==> config.mk <==
export PLATFORM = sky130hd
export DESIGN_NAME = pea_cell
export DESIGN_NICKNAME = d
export VERILOG_FILES = /design/src/design/partition_extent_allocator_core_macros.svh /design/src/design/pea_pkg.sv /design/src/design/pea_cell.sv
export SDC_FILE = /design/constraint.sdc
export NUM_CORES = 1
export LEC_CHECK = 0
export BUFFER_PORTS_ARGS = -buffer_cell sky130_fd_sc_hd__buf_2
export CORE_MARGIN = 4
export CORE_UTILIZATION = 29
export DETAILED_ROUTE_END_ITERATION = 10
export GPL_ROUTABILITY_DRIVEN = 1
export PLACE_DENSITY_LB_ADDON = 0.25
export SYNTH_ARGS = -nofsm -noshare
export SYNTH_HDL_FRONTEND = slang
export SYNTH_SLANG_ARGS = --single-unit
export TNS_END_PERCENT = 30
==> constraint.sdc <==
create_clock -name clock -period 1.1 [get_ports clock]
set_input_delay 0.22 -clock clock [delete_from_list [all_inputs] [get_ports clock]]
set_output_delay 0.22 -clock clock [all_outputs]
set_load 0.01 [all_outputs]
==> src/design/partition_extent_allocator_core_macros.svh <==
// Assertion macros used by the partition extent allocator top level.
`ifndef PARTITION_EXTENT_ALLOCATOR_CORE_MACROS_SVH
`define PARTITION_EXTENT_ALLOCATOR_CORE_MACROS_SVH
`ifndef SYNTHESIS
`define PEA_ASSERT_IMPL(label, clk, rst, ante, cons) \
   label: assert property (@(posedge clk) disable iff (rst) (ante) |-> (cons)) \
      else $error("Allocator assertion failed.");
`define PEA_ASSERT_NEXT(label, clk, rst, ante, cons) \
   label: assert property (@(posedge clk) disable iff (rst) (ante) |=> (cons)) \
      else $error("Allocator assertion failed.");
`else
`define PEA_ASSERT_IMPL(label, clk, rst, ante, cons)
`define PEA_ASSERT_NEXT(label, clk, rst, ante, cons)
`endif
`endif

==> src/design/pea_pkg.sv <==
// Types and constants shared by the partition extent allocator modules.
package pea_pkg;

   localparam logic [2:0] CMD_FIND_FREE   = 3'd0;
   localparam logic [2:0] CMD_ALLOCATE    = 3'd1;
   localparam logic [2:0] CMD_READ_OFFSET = 3'd2;
   localparam logic [2:0] CMD_READ_SIZE   = 3'd3;
   localparam logic [2:0] CMD_RELEASE     = 3'd4;

   localparam logic [1:0] STATUS_OK       = 2'd0;
   localparam logic [1:0] STATUS_RANGE    = 2'd1;
   localparam logic [1:0] STATUS_NO_SPACE = 2'd2;

   localparam logic [1:0] CSR_ACTIVE_ENTRIES = 2'd0;
   localparam logic [1:0] CSR_FIRST_USABLE   = 2'd1;
   localparam logic [1:0] CSR_LAST_USABLE    = 2'd2;
   localparam logic [1:0] CSR_EMPTY_MARKER   = 2'd3;

   localparam int SECTOR_SHIFT = 9;

   typedef enum logic [1:0] {
      ST_IDLE,
      ST_SETUP,
      ST_WALK,
      ST_FINISH
   } pea_state_type;

   typedef struct packed {
      logic [63:0] first;
      logic [63:0] last;
   } pea_extent_type;

   typedef struct packed {
      logic        shift;
      logic        wr_en;
      logic [6:0]  wr_index;
      logic [63:0] wr_start;
      logic [63:0] wr_end;
   } pea_ctl_type;

endpackage

==> src/design/pea_cell.sv <==
// One table entry of the extent ring: holds an extent and passes it to its neighbor.
module pea_cell import pea_pkg::*; #(
   parameter int CELL_ID = 0
) (
   input  logic           clock,
   input  logic           reset,
   input  pea_ctl_type    ctl,
   input  pea_extent_type from_next,
   output pea_extent_type extent
);

   localparam bit         WRITABLE = (CELL_ID < 128);
   localparam logic [6:0] CELL_TAG = 7'(CELL_ID);

   pea_extent_type extent_ff;
   pea_extent_type extent_in;
   logic           hit;

   assign hit = WRITABLE && ctl.wr_en && (ctl.wr_index == CELL_TAG);

   always_comb begin
      extent_in = extent_ff;
      if (ctl.shift) begin
         extent_in = from_next;
      end else if (hit) begin
         extent_in.first = ctl.wr_start;
         extent_in.last  = ctl.wr_end;
      end
   end

   always_ff @(posedge clock) begin
      if (reset) begin
         extent_ff <= '1;
      end else begin
         extent_ff <= extent_in;
      end
   end

   assign extent = extent_ff;

endmodule

==> results of run 1 <==
per-layer routing:
layer | global-route usage, % | vias up
met1 | 17.34 | 2954
met2 | 29.94 | 232
met5 | 0 | -
met4 | 4.138 | 0
li1 | - | 3342
met3 | 5.249 | 16
kinds of logic after synthesis:
logic type / after synthesis / synth area share (%)
AO/OA/AOI/OAI: 129 / 14.82
buffers and inverters: 70 / 6.220
flip-flops: 128 / 39.32
multiplexers: 128 / 19.66
AND/OR/NAND/NOR: 258 / 19.98
repair_timing:
action | 4_1_cts | 5_1_grt
hold endpoints to repair | 0 | 0
buffers inserted | 1 | 0
gates resized for setup | 217 | 58
pin swaps | 0 | 0
endpoints found under the setup margin | 125 | 102
report_power, final:
group | switching, uW | internal (uW)
combinational | 1280 | 1710
clock | 2130 | 4100
sequential | 261 | 5090
total | 3670 | 10900
worst paths after layout:
path | from | end | slack (ps) | depth (start not counted)
worst min-delay path | from_next[4] | extent[4] | 90 | 3
worst min register to register | extent[91] | extent[91] | 510 | 2
worst max register to register | extent[41] | extent[41] | 380 | 3
worst max-delay path | extent[34] | extent[34] | 20 | 1
cells in the final DEF, fill, tap and decap left out:
cell type,netlist,final
nor4_4,0,1
inv_6,0,2
buf_12,0,12
bufinv_16,0,5
clkinv_2,0,1
nor2_1,128,128
buf_6,14,128
buf_4,1,61
mux2i_1,128,128
buf_2,27,265
nor2b_1,128,128
clkbuf_1,28,2
clkinv_4,0,2
a211oi_1,128,128
nor4b_4,0,1
clkinvlp_4,0,2
dfxtp_2,0,128
clkbuf_16,0,17
clkbuf_8,0,2
a21oi_4,0,1
cells in the mapped netlist:
library cell / number
nor4b_2: 1
buf_6: 14
dfxtp_1: 128
nor4_1: 1
buf_4: 1
nor2_1: 128
clkbuf_1: 28
a211oi_1: 128
mux2i_1: 128
nor2b_1: 128
buf_2: 27
a21oi_1: 1
cell type report:
| cell class | count | area [um^2] | share of cell area (%) |
|---|---|---|---|
| Multi-Input combinational cell | 515 | 3585 | 33.23 |
| Timing Repair Buffer | 467 | 3480 | 32.25 |
| Sequential cell | 128 | 2723 | 25.23 |
| Clock buffer | 20 | 446.7 | 4.140 |
| Tap cell | 280 | 350.3 | 3.247 |
| Clock inverter | 12 | 205.2 | 1.902 |
stage by stage:
stage	area (um^2)	total power [uW]	utilization, %	TNS [ps]	hold slack [ps]
after floorplan	6553	6582	-	-1749	403.4
after global placement	9175	7877	41.78	-32820	488.9
after detailed placement	9175	7898	41.78	-34750	499.3
after CTS	10510	14590	47.86	-58.51	75.10
after global routing	10790	15200	49.13	-451.9	83.88
final	10790	14570	49.13	0	94.69
==> results.yml, run 1 <==
status:
  status: "completed"
die:
  rows: 54
  ios: 395
  die_w_um: 157.9
  die_area_mm2: 0.02494
  initial_utilization_pct: 29.68
  core_mm2: 0.02196
  die_h_um: 157.9
sta:
  timing.final.ws_setup_ps: 16.65
  slew_headroom_pct: 71.04
  fin_crit_ps: 1083
  fin_skew_ps: 0
  slew_viol_final: 0
  worstMarginPinSlew_ps: 434.4
  rsz0062_at_grt: "yes"
  fmax_mhz: 923.1
  hold_viol: 0
  setup_viol: 0
  finalCritPeriodShare_pct: 98.49
grt:
  grt_antenna_before_repair: 0
  grt_usage_pct: 16.02
  grt.overflow.total: 0
  grt_pass1_wl_um: 31690
  grt_max_degree: 60
  grt_pass1_vias: 6344
cells_and_area:
  layout-drive-gt1-share_pct: 54.99
  n_antenna_cell: 0
  final_net_count: 1396
  fillCellCount: 2122
  syn2layout_area_growth_pct: 65.54
  stdcell_count: 1422
  largest_reg_flops: 128
critical_path:
  worstSetupEndpointType: "primary output"
  critical_path_class: "flip-flop to primary output"
  crit_chain: "buf_6"
  cp_data_required_time_ps: 880
  worst-path-max-fanout: 2
  crit_family: "flip-flops"
  crit_path_start_kind: "flip-flop"
  crit_slowest_cell: "dfxtp_2"
  critPathBufInv: 1
  cp.arrival_ps: 860
  critPathMaxStageDelay_ps: 350
routing:
  wl_per_cell_um: 15.44
  drtAntennaViolNets: 0
  vias: 6544
  wl_met1_um: 8599
  met2_length_um: 11350
  avgViaCountPerCell: 4.602
  drc: 0
  top_layer_used: "met4"
  met3_length_um: 1712
  first_iter_violations: 144
  routed_wl_um: 21960
  dr.pass1.iters: 4
clock_network:
  root_buffer: "clkbuf_16"
  clkSlewWorstSetupHoldPaths_ps: 60
  cts_sinks: 128
  cts_tree: "built"
  hold_buffers: 0
  ctsLongestPathBuffers: 2
  worstSkewPairLatency_ps: 400
  numCtsBuffers: 17
  h-tree-depth: 4
place:
  routabilityCongestion: 0.8117
  io_buffers: 394
  place_ws_ps: -317.8
  dp_cells: 1389
  dpl.hpwl_um: 17120
yosys:
  synthTopCellsByArea: "dfxtp_1 (39%), mux2i_1 (20%), a211oi_1 (15%)"
  synth-seq-cells: 128
  syn_inst: 713
  syn_avg_cell_area_um2: 9.141
  ys_types: 12
  yosysWarnings: 0
  synth.largest_area_cell: "dfxtp_1"
  ys_seq_area_share_pct: 39.32
  synth_top_area_share_pct: 39.32
  synth_area_mm2: 0.006518
  synth_fp_nets: 980
flow_run:
  maxCapViolCount: 0
power_and_ir_drop:
  leakage_uw: 0.004878
  power.density_cell_area_mw_per_mm2: 1351
  ir_drop_uv: 715.5
worst_hold_path:
  hold_path_class: "input pin to flip-flop"
(Power assumes the default switching activity.)
==> inputs of run 2 (changes only) <==
--- a/config.mk
+++ b/config.mk
@@ -5,9 +5,10 @@
 export SDC_FILE = /design/constraint.sdc
 export NUM_CORES = 1
 export LEC_CHECK = 0
-export BUFFER_PORTS_ARGS = -buffer_cell sky130_fd_sc_hd__buf_2
+export BUFFER_PORTS_ARGS = -buffer_cell sky130_fd_sc_hd__buf_4
 export CORE_MARGIN = 4
 export CORE_UTILIZATION = 29
+export CTS_BUF_LIST = sky130_fd_sc_hd__clkbuf_16
 export DETAILED_ROUTE_END_ITERATION = 10
 export GPL_ROUTABILITY_DRIVEN = 1
 export PLACE_DENSITY_LB_ADDON = 0.25
==> run 2 against run 1 <==
Effect of this change: clock-buffer cell count down 3; register-to-register slack worse by 40 ps; clock skew unchanged; first-iteration DRC count up 83%; die area unchanged; total power down 1.0%; combinational power up 7.3%; critical path depth unchanged; highest routed layer unchanged; via count down 0.23%; wire length up 3.4%; sequential cell count unchanged; core utilization up 2.4 points; largest power group unchanged.
==> results.yml, run 2 (same netlist as run 1, synthesis figures left out) <==
cells_and_area:
  largest_reg_flops: 128
  n_antenna_cell: 0
  final_net_count: 1384
  stdcell_count: 1410
  layout-drive-gt1-share_pct: 54.25
  layout_commonest_cell: "buf_4"
  syn2layout_area_growth_pct: 73.60
critical_path:
  critPathBufInv: 1
  critPathMaxStageDelay_ps: 360
  worstSetupEndpointType: "primary output"
  cp.arrival_ps: 870
  reg2reg_from: "extent[127]"
  worst-path-max-fanout: 2
  startpoint: "extent[104]"
  crit_path_start_kind: "flip-flop"
  crit_family: "flip-flops"
  crit_chain: "buf_6"
  critical_path_class: "flip-flop to primary output"
  cp_data_required_time_ps: 880
  crit_slowest_cell: "dfxtp_4"
sta:
  slew_headroom_pct: 68.81
  hold_viol: 0
  fin_skew_ps: 0
  hold_ws_ps: 90.41
  finalSetupTns_ps: 0
  rsz0062_at_grt: "yes"
  fin_crit_ps: 1095
  setup_viol: 0
  finalCritPeriodShare_pct: 99.55
  fmax_mhz: 913.2
  slew_viol_final: 0
  worstMarginPinSlew_ps: 467.9
clock_network:
  numCtsBuffers: 17
  clkSlewWorstSetupHoldPaths_ps: 60
  ctsLongestPathBuffers: 2
  h-tree-depth: 4
  root_buffer: "clkbuf_16"
  worstSkewPairLatency_ps: 400
  cts_tree: "built"
  cts_sinks: 128
grt:
  grt.overflow.total: 0
  grt_max_degree: 62
  grt_pass1_wl_um: 33020
  grt_usage_pct: 16.85
  grt_pass1_vias: 6325
  grt_antenna_before_repair: 0
routing:
  drc: 0
  avgViaCountPerCell: 4.630
  vias: 6529
  wl_per_cell_um: 16.10
  first_iter_violations: 263
  dr.pass1.iters: 4
  drtAntennaViolNets: 0
  routed_wl_um: 22700
die:
  initial_utilization_pct: 29.68
  die_h_um: 157.9
  core_mm2: 0.02196
  ios: 395
  die_w_um: 157.9
  die_area_mm2: 0.02494
  rows: 54
worst_hold_path:
  min_from: "from_next[45]"
  hold_path_class: "input pin to flip-flop"
place:
  routabilityCongestion: 0.7984
  io_buffers: 394
  dp_cells: 1375
  dpl.hpwl_um: 17650
flow_run:
  maxCapViolCount: 0
power_and_ir_drop:
  ir_drop_uv: 871.7
  leakage_uw: 0.005033
  power.density_cell_area_mw_per_mm2: 1275
status:
  status: "completed"
-- run 2: cell types whose count changed in the layout (fill, tap and decap cells not counted), sizes merged --
cell / change
clkinv: +2
clkbuf: -3
inv: +2
buf: -12
bufinv: -1
-- run 2: tightest hold or removal path, cell delays in order --
cell      delay, ps
buf_4            70
a211oi_1         50
mux2i_1         100
-- run 2: cell type report --
cell class	instances	area [um^2]
tap	280	350.3
sequential	128	2724
multi-input combinational	515	3585
fill	2099	10640
clock inverter	15	190.2
timing repair buffer	455	4040
clock buffer	17	425.4
-- run 2: power breakdown --
group / total, uW / switching (uW) / internal [uW]
registers: 5340 / 261 / 5080
logic: 3220 / 1280 / 1940
clock network: 5860 / 2080 / 3780
total: 14400 / 3620 / 10800
-- run 2: stage by stage --
step | power, uW | area [um^2] | setup WS (ps) | util, %
6_report | 14430 | 11310 | 5.000 | 51.53
4_1_cts | 14550 | 11140 | -20.73 | 50.75
2_1_floorplan | 6582 | 6553 | -15.05 | -
3_5_place_dp | 8326 | 10040 | -351.9 | 45.72
3_3_place_gp | 8297 | 10040 | -313.9 | 45.72
5_1_grt | 15130 | 11310 | -37.65 | 51.53
-- run 2: layer usage --
layer  GRT usage [%]  share of wire, %  vias up  routed length (um)
li1                -                 -     3326                   -
met1           18.41                38     2952                8708
met2           31.13                52      233               11800
met3           6.096               8.4       18                1912
met4           3.728               1.2        0                 281
met5               0                 0        -                   0
-- run 2: worst paths after layout --
kind,end,cells after the start,slack [ps]
setup / recovery,extent[104],1,5
setup reg to reg,extent[127],3,340
hold / removal,extent[45],3,90
hold reg to reg,extent[69],2,510
-- run 2: repair_timing --
item                       in CTS  in global routing
buffers inserted                2                  1
resized for setup             193                 62
hold buffers                    0                  0
setup endpoints to repair     106                111
