$ cat src/design/partition_extent_allocator_core_macros.svh
// Assertion macros used by the partition extent allocator top level.
`ifndef PARTITION_EXTENT_ALLOCATOR_CORE_MACROS_SVH
`define PARTITION_EXTENT_ALLOCATOR_CORE_MACROS_SVH
`ifndef SYNTHESIS
`define PEA_ASSERT_IMPL(label, clk, rst, ante, cons) \
   label: assert property (@(posedge clk) disable iff (rst) (ante) |-> (cons)) \
      else $error("Allocator assertion failed.");
`define PEA_ASSERT_NEXT(label, clk, rst, ante, cons) \
   label: assert property (@(posedge clk) disable iff (rst) (ante) |=> (cons)) \
      else $error("Allocator assertion failed.");
`else
`define PEA_ASSERT_IMPL(label, clk, rst, ante, cons)
`define PEA_ASSERT_NEXT(label, clk, rst, ante, cons)
`endif
`endif

$ cat src/design/pea_pkg.sv
// Types and constants shared by the partition extent allocator modules.
package pea_pkg;

   localparam logic [2:0] CMD_FIND_FREE   = 3'd0;
   localparam logic [2:0] CMD_ALLOCATE    = 3'd1;
   localparam logic [2:0] CMD_READ_OFFSET = 3'd2;
   localparam logic [2:0] CMD_READ_SIZE   = 3'd3;
   localparam logic [2:0] CMD_RELEASE     = 3'd4;

   localparam logic [1:0] STATUS_OK       = 2'd0;
   localparam logic [1:0] STATUS_RANGE    = 2'd1;
   localparam logic [1:0] STATUS_NO_SPACE = 2'd2;

   localparam logic [1:0] CSR_ACTIVE_ENTRIES = 2'd0;
   localparam logic [1:0] CSR_FIRST_USABLE   = 2'd1;
   localparam logic [1:0] CSR_LAST_USABLE    = 2'd2;
   localparam logic [1:0] CSR_EMPTY_MARKER   = 2'd3;

   localparam int SECTOR_SHIFT = 9;

   typedef enum logic [1:0] {
      ST_IDLE,
      ST_SETUP,
      ST_WALK,
      ST_FINISH
   } pea_state_type;

   typedef struct packed {
      logic [63:0] first;
      logic [63:0] last;
   } pea_extent_type;

   typedef struct packed {
      logic        shift;
      logic        wr_en;
      logic [6:0]  wr_index;
      logic [63:0] wr_start;
      logic [63:0] wr_end;
   } pea_ctl_type;

endpackage

$ cat src/design/pea_ctrl.sv
// Command sequencer that walks the extent ring and forms each result item.
module pea_ctrl import pea_pkg::*; #(
   parameter int TABLE_ENTRIES = 128
) (
   input  logic           clock,
   input  logic           reset,
   input  logic           req_valid,
   output logic           req_ready,
   input  logic [2:0]     req_cmd,
   input  logic [6:0]     req_entry_index,
   input  logic [63:0]    req_size_bytes,
   output logic           rsp_valid,
   input  logic           rsp_ready,
   output logic [1:0]     rsp_status,
   output logic [6:0]     rsp_found_index,
   output logic [63:0]    rsp_byte_value,
   output logic [63:0]    rsp_start_sector,
   output logic [63:0]    rsp_end_sector,
   input  logic [7:0]     active_entries,
   input  logic [63:0]    first_usable_sector,
   input  logic [63:0]    last_usable_sector,
   input  logic [63:0]    empty_marker,
   input  pea_extent_type head,
   output pea_ctl_type    ctl
);

   localparam int CW   = $clog2(TABLE_ENTRIES + 1);
   localparam int CNTW = (CW > 8) ? CW : 8;
   localparam logic [CNTW-1:0] ENTRIES  = CNTW'(TABLE_ENTRIES);
   localparam logic [CNTW-1:0] LAST_POS = CNTW'(TABLE_ENTRIES - 1);

   pea_state_type  state_ff, state_in;
   logic [2:0]     cmd_ff, cmd_in;
   logic [6:0]     idx_ff, idx_in;
   logic [63:0]    secs_ff, secs_in;
   logic [63:0]    secs_m1_ff, secs_m1_in;
   logic [CNTW-1:0] count_ff, count_in;
   logic           err_ff, err_in;
   logic [CNTW-1:0] pos_ff, pos_in;
   logic [63:0]    cs_ff, cs_in;
   logic [63:0]    ce_ff, ce_in;
   logic           ovf_ff, ovf_in;
   logic           found_ff, found_in;
   logic [6:0]     found_idx_ff, found_idx_in;
   pea_extent_type cap_ff, cap_in;

   logic           rsp_valid_ff;
   logic [1:0]     rsp_status_ff, rsp_status_in;
   logic [6:0]     rsp_found_ff, rsp_found_in;
   logic [63:0]    rsp_bytes_ff, rsp_bytes_in;
   logic [63:0]    rsp_start_ff, rsp_start_in;
   logic [63:0]    rsp_end_ff, rsp_end_in;

   logic           accept;
   logic           load;
   logic           indexed;
   logic [CNTW-1:0] live_count;
   logic [63:0]    quot;
   logic           rem;
   logic [64:0]    first_sum;
   logic [64:0]    next_sum;
   logic           in_range;
   logic           used;
   logic           overlaps;
   logic           alloc_ok;
   logic [63:0]    span;

   assign accept = req_valid && req_ready;
   assign load   = (state_ff == ST_FINISH) && (!rsp_valid_ff || rsp_ready);

   assign live_count = (CNTW'(active_entries) > ENTRIES) ? ENTRIES : CNTW'(active_entries);
   assign indexed    = (req_cmd >= CMD_ALLOCATE) && (req_cmd <= CMD_RELEASE);
   assign quot       = {{SECTOR_SHIFT{1'b0}}, req_size_bytes[63:SECTOR_SHIFT]};
   assign rem        = |req_size_bytes[SECTOR_SHIFT-1:0];

   assign first_sum = {1'b0, first_usable_sector} + {1'b0, secs_m1_ff};
   assign next_sum  = {1'b0, head.last} + {1'b0, secs_ff};
   assign in_range  = pos_ff < count_ff;
   assign used      = (head.first != empty_marker) && (head.last != empty_marker);
   assign overlaps  = (cs_ff >= head.first) || (ce_ff >= head.first);
   assign alloc_ok  = !ovf_ff && (ce_ff <= last_usable_sector);
   assign span      = cap_ff.last - cap_ff.first + 64'd1;

   always_comb begin
      state_in = state_ff;
      unique case (state_ff)
         ST_IDLE: begin
            if (accept) begin
               if ((req_cmd == CMD_FIND_FREE) ||
                   (indexed && (CNTW'(req_entry_index) < live_count))) begin
                  state_in = ST_SETUP;
               end else begin
                  state_in = ST_FINISH;
               end
            end
         end
         ST_SETUP: state_in = ST_WALK;
         ST_WALK: begin
            if (pos_ff == LAST_POS) begin
               state_in = ST_FINISH;
            end
         end
         ST_FINISH: begin
            if (load) begin
               state_in = ST_IDLE;
            end
         end
         default: state_in = ST_IDLE;
      endcase
   end

   always_comb begin
      req_ready    = (state_ff == ST_IDLE);
      ctl.shift    = (state_ff == ST_WALK);
      ctl.wr_en    = load && !err_ff &&
                     (((cmd_ff == CMD_ALLOCATE) && alloc_ok) || (cmd_ff == CMD_RELEASE));
      ctl.wr_index = idx_ff;
      ctl.wr_start = (cmd_ff == CMD_RELEASE) ? empty_marker : cs_ff;
      ctl.wr_end   = (cmd_ff == CMD_RELEASE) ? empty_marker : ce_ff;
   end

   always_comb begin
      cmd_in       = cmd_ff;
      idx_in       = idx_ff;
      secs_in      = secs_ff;
      secs_m1_in   = secs_m1_ff;
      count_in     = count_ff;
      err_in       = err_ff;
      pos_in       = pos_ff;
      cs_in        = cs_ff;
      ce_in        = ce_ff;
      ovf_in       = ovf_ff;
      found_in     = found_ff;
      found_idx_in = found_idx_ff;
      cap_in       = cap_ff;
      if (accept) begin
         cmd_in   = req_cmd;
         idx_in   = req_entry_index;
         count_in = live_count;
         err_in   = indexed && (CNTW'(req_entry_index) >= live_count);
         if (quot == 64'd0) begin
            secs_in    = 64'd1;
            secs_m1_in = 64'd0;
         end else begin
            secs_in    = quot + {63'd0, rem};
            secs_m1_in = rem ? quot : quot - 64'd1;
         end
      end
      if (state_ff == ST_SETUP) begin
         pos_in       = '0;
         cs_in        = first_usable_sector;
         ce_in        = first_sum[63:0];
         ovf_in       = first_sum[64];
         found_in     = 1'b0;
         found_idx_in = '0;
         cap_in       = '0;
      end
      if (state_ff == ST_WALK) begin
         pos_in = pos_ff + CNTW'(1);
         if (pos_ff == CNTW'(idx_ff)) begin
            cap_in = head;
         end
         if (in_range && !used && !found_ff) begin
            found_in     = 1'b1;
            found_idx_in = pos_ff[6:0];
         end
         if ((cmd_ff == CMD_ALLOCATE) && in_range && used && !ovf_ff && overlaps) begin
            if (next_sum[64]) begin
               ovf_in = 1'b1;
            end else begin
               cs_in = head.last + 64'd1;
               ce_in = next_sum[63:0];
            end
         end
      end
   end

   always_comb begin
      rsp_status_in = STATUS_OK;
      rsp_found_in  = idx_ff;
      rsp_bytes_in  = '0;
      rsp_start_in  = '0;
      rsp_end_in    = '0;
      if (err_ff) begin
         rsp_status_in = STATUS_RANGE;
      end else begin
         case (cmd_ff)
            CMD_FIND_FREE: begin
               rsp_status_in = found_ff ? STATUS_OK : STATUS_NO_SPACE;
               rsp_found_in  = found_ff ? found_idx_ff : 7'd0;
            end
            CMD_ALLOCATE: begin
               if (alloc_ok) begin
                  rsp_start_in = cs_ff;
                  rsp_end_in   = ce_ff;
               end else begin
                  rsp_status_in = STATUS_NO_SPACE;
               end
            end
            CMD_READ_OFFSET: begin
               rsp_bytes_in = cap_ff.first << SECTOR_SHIFT;
               rsp_start_in = cap_ff.first;
               rsp_end_in   = cap_ff.last;
            end
            CMD_READ_SIZE: begin
               rsp_bytes_in = span << SECTOR_SHIFT;
               rsp_start_in = cap_ff.first;
               rsp_end_in   = cap_ff.last;
            end
            CMD_RELEASE: begin
               rsp_start_in = cap_ff.first;
               rsp_end_in   = cap_ff.last;
            end
            default: begin
               rsp_status_in = STATUS_OK;
            end
         endcase
      end
   end

   always_ff @(posedge clock) begin
      if (reset) begin
         state_ff     <= ST_IDLE;
         rsp_valid_ff <= 1'b0;
      end else begin
         state_ff <= state_in;
         if (load) begin
            rsp_valid_ff <= 1'b1;
         end else if (rsp_ready) begin
            rsp_valid_ff <= 1'b0;
         end
      end
   end

   always_ff @(posedge clock) begin
      cmd_ff       <= cmd_in;
      idx_ff       <= idx_in;
      secs_ff      <= secs_in;
      secs_m1_ff   <= secs_m1_in;
      count_ff     <= count_in;
      err_ff       <= err_in;
      pos_ff       <= pos_in;
      cs_ff        <= cs_in;
      ce_ff        <= ce_in;
      ovf_ff       <= ovf_in;
      found_ff     <= found_in;
      found_idx_ff <= found_idx_in;
      cap_ff       <= cap_in;
      if (load) begin
         rsp_status_ff <= rsp_status_in;
         rsp_found_ff  <= rsp_found_in;
         rsp_bytes_ff  <= rsp_bytes_in;
         rsp_start_ff  <= rsp_start_in;
         rsp_end_ff    <= rsp_end_in;
      end
   end

   assign rsp_valid        = rsp_valid_ff;
   assign rsp_status       = rsp_status_ff;
   assign rsp_found_index  = rsp_found_ff;
   assign rsp_byte_value   = rsp_bytes_ff;
   assign rsp_start_sector = rsp_start_ff;
   assign rsp_end_sector   = rsp_end_ff;

endmodule

$ cat config.mk
export PLATFORM = sky130hd
export DESIGN_NAME = pea_ctrl
export DESIGN_NICKNAME = d
export VERILOG_FILES = /design/src/design/partition_extent_allocator_core_macros.svh /design/src/design/pea_pkg.sv /design/src/design/pea_ctrl.sv
export SDC_FILE = /design/constraint.sdc
export NUM_CORES = 2
export LEC_CHECK = 0
export BUFFER_PORTS_ARGS = -buffer_cell sky130_fd_sc_hd__buf_2
export CELL_PAD_IN_SITES_DETAIL_PLACEMENT = 0
export CELL_PAD_IN_SITES_GLOBAL_PLACEMENT = 1
export CORE_UTILIZATION = 39
export DETAILED_ROUTE_END_ITERATION = 10
export GPL_TIMING_DRIVEN = 0
export HOLD_SLACK_MARGIN = 0.06
export PLACE_DENSITY_LB_ADDON = 0.1
export SETUP_SLACK_MARGIN = 0.4
export SKIP_CTS_REPAIR_TIMING = 1
export SYNTH_ARGS = -nofsm -noshare
export SYNTH_HDL_FRONTEND = slang
export SYNTH_SLANG_ARGS = --single-unit
$ cat constraint.sdc
create_clock -name clock -period 9.97 [get_ports clock]
set_input_delay 0 -clock clock [delete_from_list [all_inputs] [get_ports clock]]
set_output_delay 0 -clock clock [all_outputs]
set_load 0.01 [all_outputs]
==> parameters.txt <==
Parameter                              Value

Clock network
  Clock-pin slew reported for the worst setup and hold paths after clock tree synthesis    60 ps
  Clk sinks    between 500 and 600
  Buffer levels on the longest clock path    3
  H-tree depth    3
  Buffer type at the clock tree root    clkbuf_16
  CTS Buf Count    75
  Clock tree from TritonCTS    built
  Source-to-sink clock delay at the later pin of the worst-skew pair    700 ps

GRT
  Maximum number of pins on one net before global-route repair    65
  Global-route wire length before repair    308 mm
  Global route total overflow    0
  Vias in the first global route    just over 40000
  GRT Util Overall    a little under two fifths
  Initial antenna violation count    38

Timing
  Transition time at the pin with the least slew margin    1440 ps
  Final count of negative-setup-slack endpoints    0
  Worst slew margin    around 3.9%
  Crit share post-route    between 70% and 80%
  Maximum clock frequency    between 100 and 150 MHz
  Max-slew violation count    0
  Unrepaired setup endpoints after global routing    false
  Worst clock skew    38.6 ps
  Hold Fails Final Rpt    0
  Setup TNS    0 ps
  Final critical-path required period    7240 ps
  Minimum setup slack in the final design    2730 ps

Power and ir drop
  Clock Power Share    21.3%
  Combinational cell fraction of total power    47.2%
  Net switching power    6250 uW
  Cell area power density    245 nW/um^2
  Sequential share of power    31.5%
  Switching share of power    45.3%
  Leakage dissipation    0.0249 uW
  Worst vdd ir    0.000136 V
  Int Power    roughly 7500 uW

Routing
  Starting DRT DRC Count    between 4000 and 5000
  DRC    0
  Vias per inst    a little under 6
  Iteration count of the initial detailed-routing pass    6
  Sum of routed wire length over all layers    229 mm
  Antenna viol nets, final    0
  Average wire per cell in the routed design    29.1 um
  Number of vias after detailed routing    45600

Yosys
  Biggest area contributors in the synthesized netlist    edfxtp_1 (22%), ha_1 (12%), dfxtp_1 (12%), nand2_1 (6.6%), xnor2_1 (6.5%)
  Leading area contributor after synthesis    edfxtp_1
  Synth Area per Inst    ~8.6 sq um
  Number of flip-flops and latches in the synthesized netlist    599
  Share of synthesized area occupied by flip-flops and latches    34.3%
  Yosys warnings    0
  Share of synthesized registers carrying an async set or reset    0%
  Number of distinct library cells after synthesis    96
  Top cell type's share of synthesized area    between 20% and 30%
  Number of standard cells after synthesis    5170
  EDFF count, synth    331
  Most used flip-flop cell after synthesis    edfxtp_1
  Combined area of all synthesized cells    44700 sq um

Final layout
  Post-Layout Cell Count    7879
  Post-route cell area    roughly 56000 sq um
  Layout cell share with drive strength beyond 1    14.6%
  Synthesis-to-layout area growth    26.0%
  Most common cell after layout, fill and taps aside    nand2_1
  Core utilization of the finished layout    49.8%
  Final-stage net count    7154
  Top library cells by usage in the layout, fill and taps aside    nand2_1 (783), buf_2 (714), ha_1 (442), dlygate4sd3_1 (334), a21oi_1 (332)

Place
  Pre-CTS setup slack    3450 ps
  Placement Cell Area    50300 sq um
  Routability Congestion    1.03
  Number of buffers inserted by port buffering    slightly above 700
  Detail Placement HPWL    just under 200 mm
  Number of cells in the design after placement    7392

Floorplanning
  Core area    about 110000 sq um
  Starting Density    roughly two fifths
  Io pins    746
  Die Footprint    between 100000 and 150000 sq um
  Width of the die    340 um
  Height of the die    340 um
  Std cell rows    between 100 and 150

Outcome
  Result of the run    finished clean

Critical path
  CP arrival    7850 ps
  Crit Path Category    flop to flop
  Category of the worst setup path capture point    flop
  Required time at the endpoint of the critical path    10580 ps
  Worst setup SP type    flop
  Largest driver fanout on the critical path    10

Hold path
  Kind of path behind the tightest hold check    primary input to flop

Run
  Number of max-cap violations    0
[per-stage QoR]
stage	hold slack, ps	power [uW]
floorplan	72.4	7680
global placement	200	10500
detailed placement	201	10500
CTS	-521	13400
global route	67.2	14400
finish	74.0	13800
[metal layers]
metal	share of wire, %	up-vias	GRT usage, %
met5	0.052	-	0
met4	4.5	18	16.0
met3	8.5	432	5.14
met2	43	2325	57.4
met1	43	21900	53.0
li1	-	20900	-
[final cells by class]
cell class | instances | area [sq um]
inverter | 264 | 991
multi-input combinational | 4045 | 27300
sequential | 599 | 15300
tap | 1500 | 1880
buffer | 270 | 1060
antenna | 15 | 37.5
clock buffer | 95 | 2000
fill | 11100 | 56700
clock inverter | 43 | 594
timing repair buffer | 1048 | 7070
[critical path: stages (launching register included)]
cell,delay (ps)
dfxtp_1,700
ha_1,230
nand4_1,180
nor4_1,860
and3_1,410
nor4b_1,670
nor4_1,270
nor4_1,1040
o31ai_1,460
clkbuf_1,500
clkbuf_1,470
clkbuf_1,510
a21oi_1,270
dlygate4sd3_1,580
[flip-flops by register name, summed over array words and instances, names as in the netlist, 2 cells and up]
| register | count |
|---|---|
| state_ff | 2 |
| cs_ff | 64 |
| pos_ff | 8 |
| rsp_end_sector | 64 |
| cmd_ff | 3 |
| ce_ff | 64 |
| rsp_byte_value | 55 |
| secs_ff | 56 |
| rsp_start_sector | 64 |
| rsp_found_index | 7 |
| secs_m1_ff | 56 |
| count_ff | 8 |
| idx_ff | 7 |
| found_idx_ff | 7 |
| rsp_status | 2 |
| cap_ff | 128 |
[cell usage after synthesis (47+ instances only)]
cell,number
nor3_1,64
a21o_1,173
edfxtp_1,331
a22o_1,135
nor2_1,323
and3_1,47
mux2i_1,93
nand4_1,134
xor2_1,115
nand2_1,783
nor2b_1,47
xnor2_1,331
dfxtp_1,268
clkbuf_1,241
nand3_1,191
o21ai_0,217
o31ai_1,75
a21oi_1,332
ha_1,442
inv_1,262
[cell families after synthesis]
kind of cell,count (synthesis),synth area share [%]
flops,599,34.3
other cells,1,0.00840
fa+ha+maj,445,12.5
compound gates,1202,17.8
simple gates,1816,19.1
buf+inv,534,4.59
xor+xnor,446,8.75
mux,127,2.94
[final timing paths]
path | depth (start not counted) | slack [ps] | from | end
max | 13 | 2730 | ce_ff[62] | cs_ff[1]
min reg2reg | 2 | 470 | cap_ff[57] | cap_ff[57]
min | 2 | 70 | req_entry_index[2] | idx_ff[2]
max reg2reg | 13 | 2730 | ce_ff[62] | cs_ff[1]
[power by group through the flow]
stage,combinational [uW],clock [uW],sequential [uW]
final,6520,2940,4340
after floorplan,4020,0,3660
after global placement,6130,0,4350
after global routing,7060,3050,4300
after detailed placement,6180,0,4290
after CTS,6210,2960,4240
No activity file was read; power rests on OpenSTA's default activity.
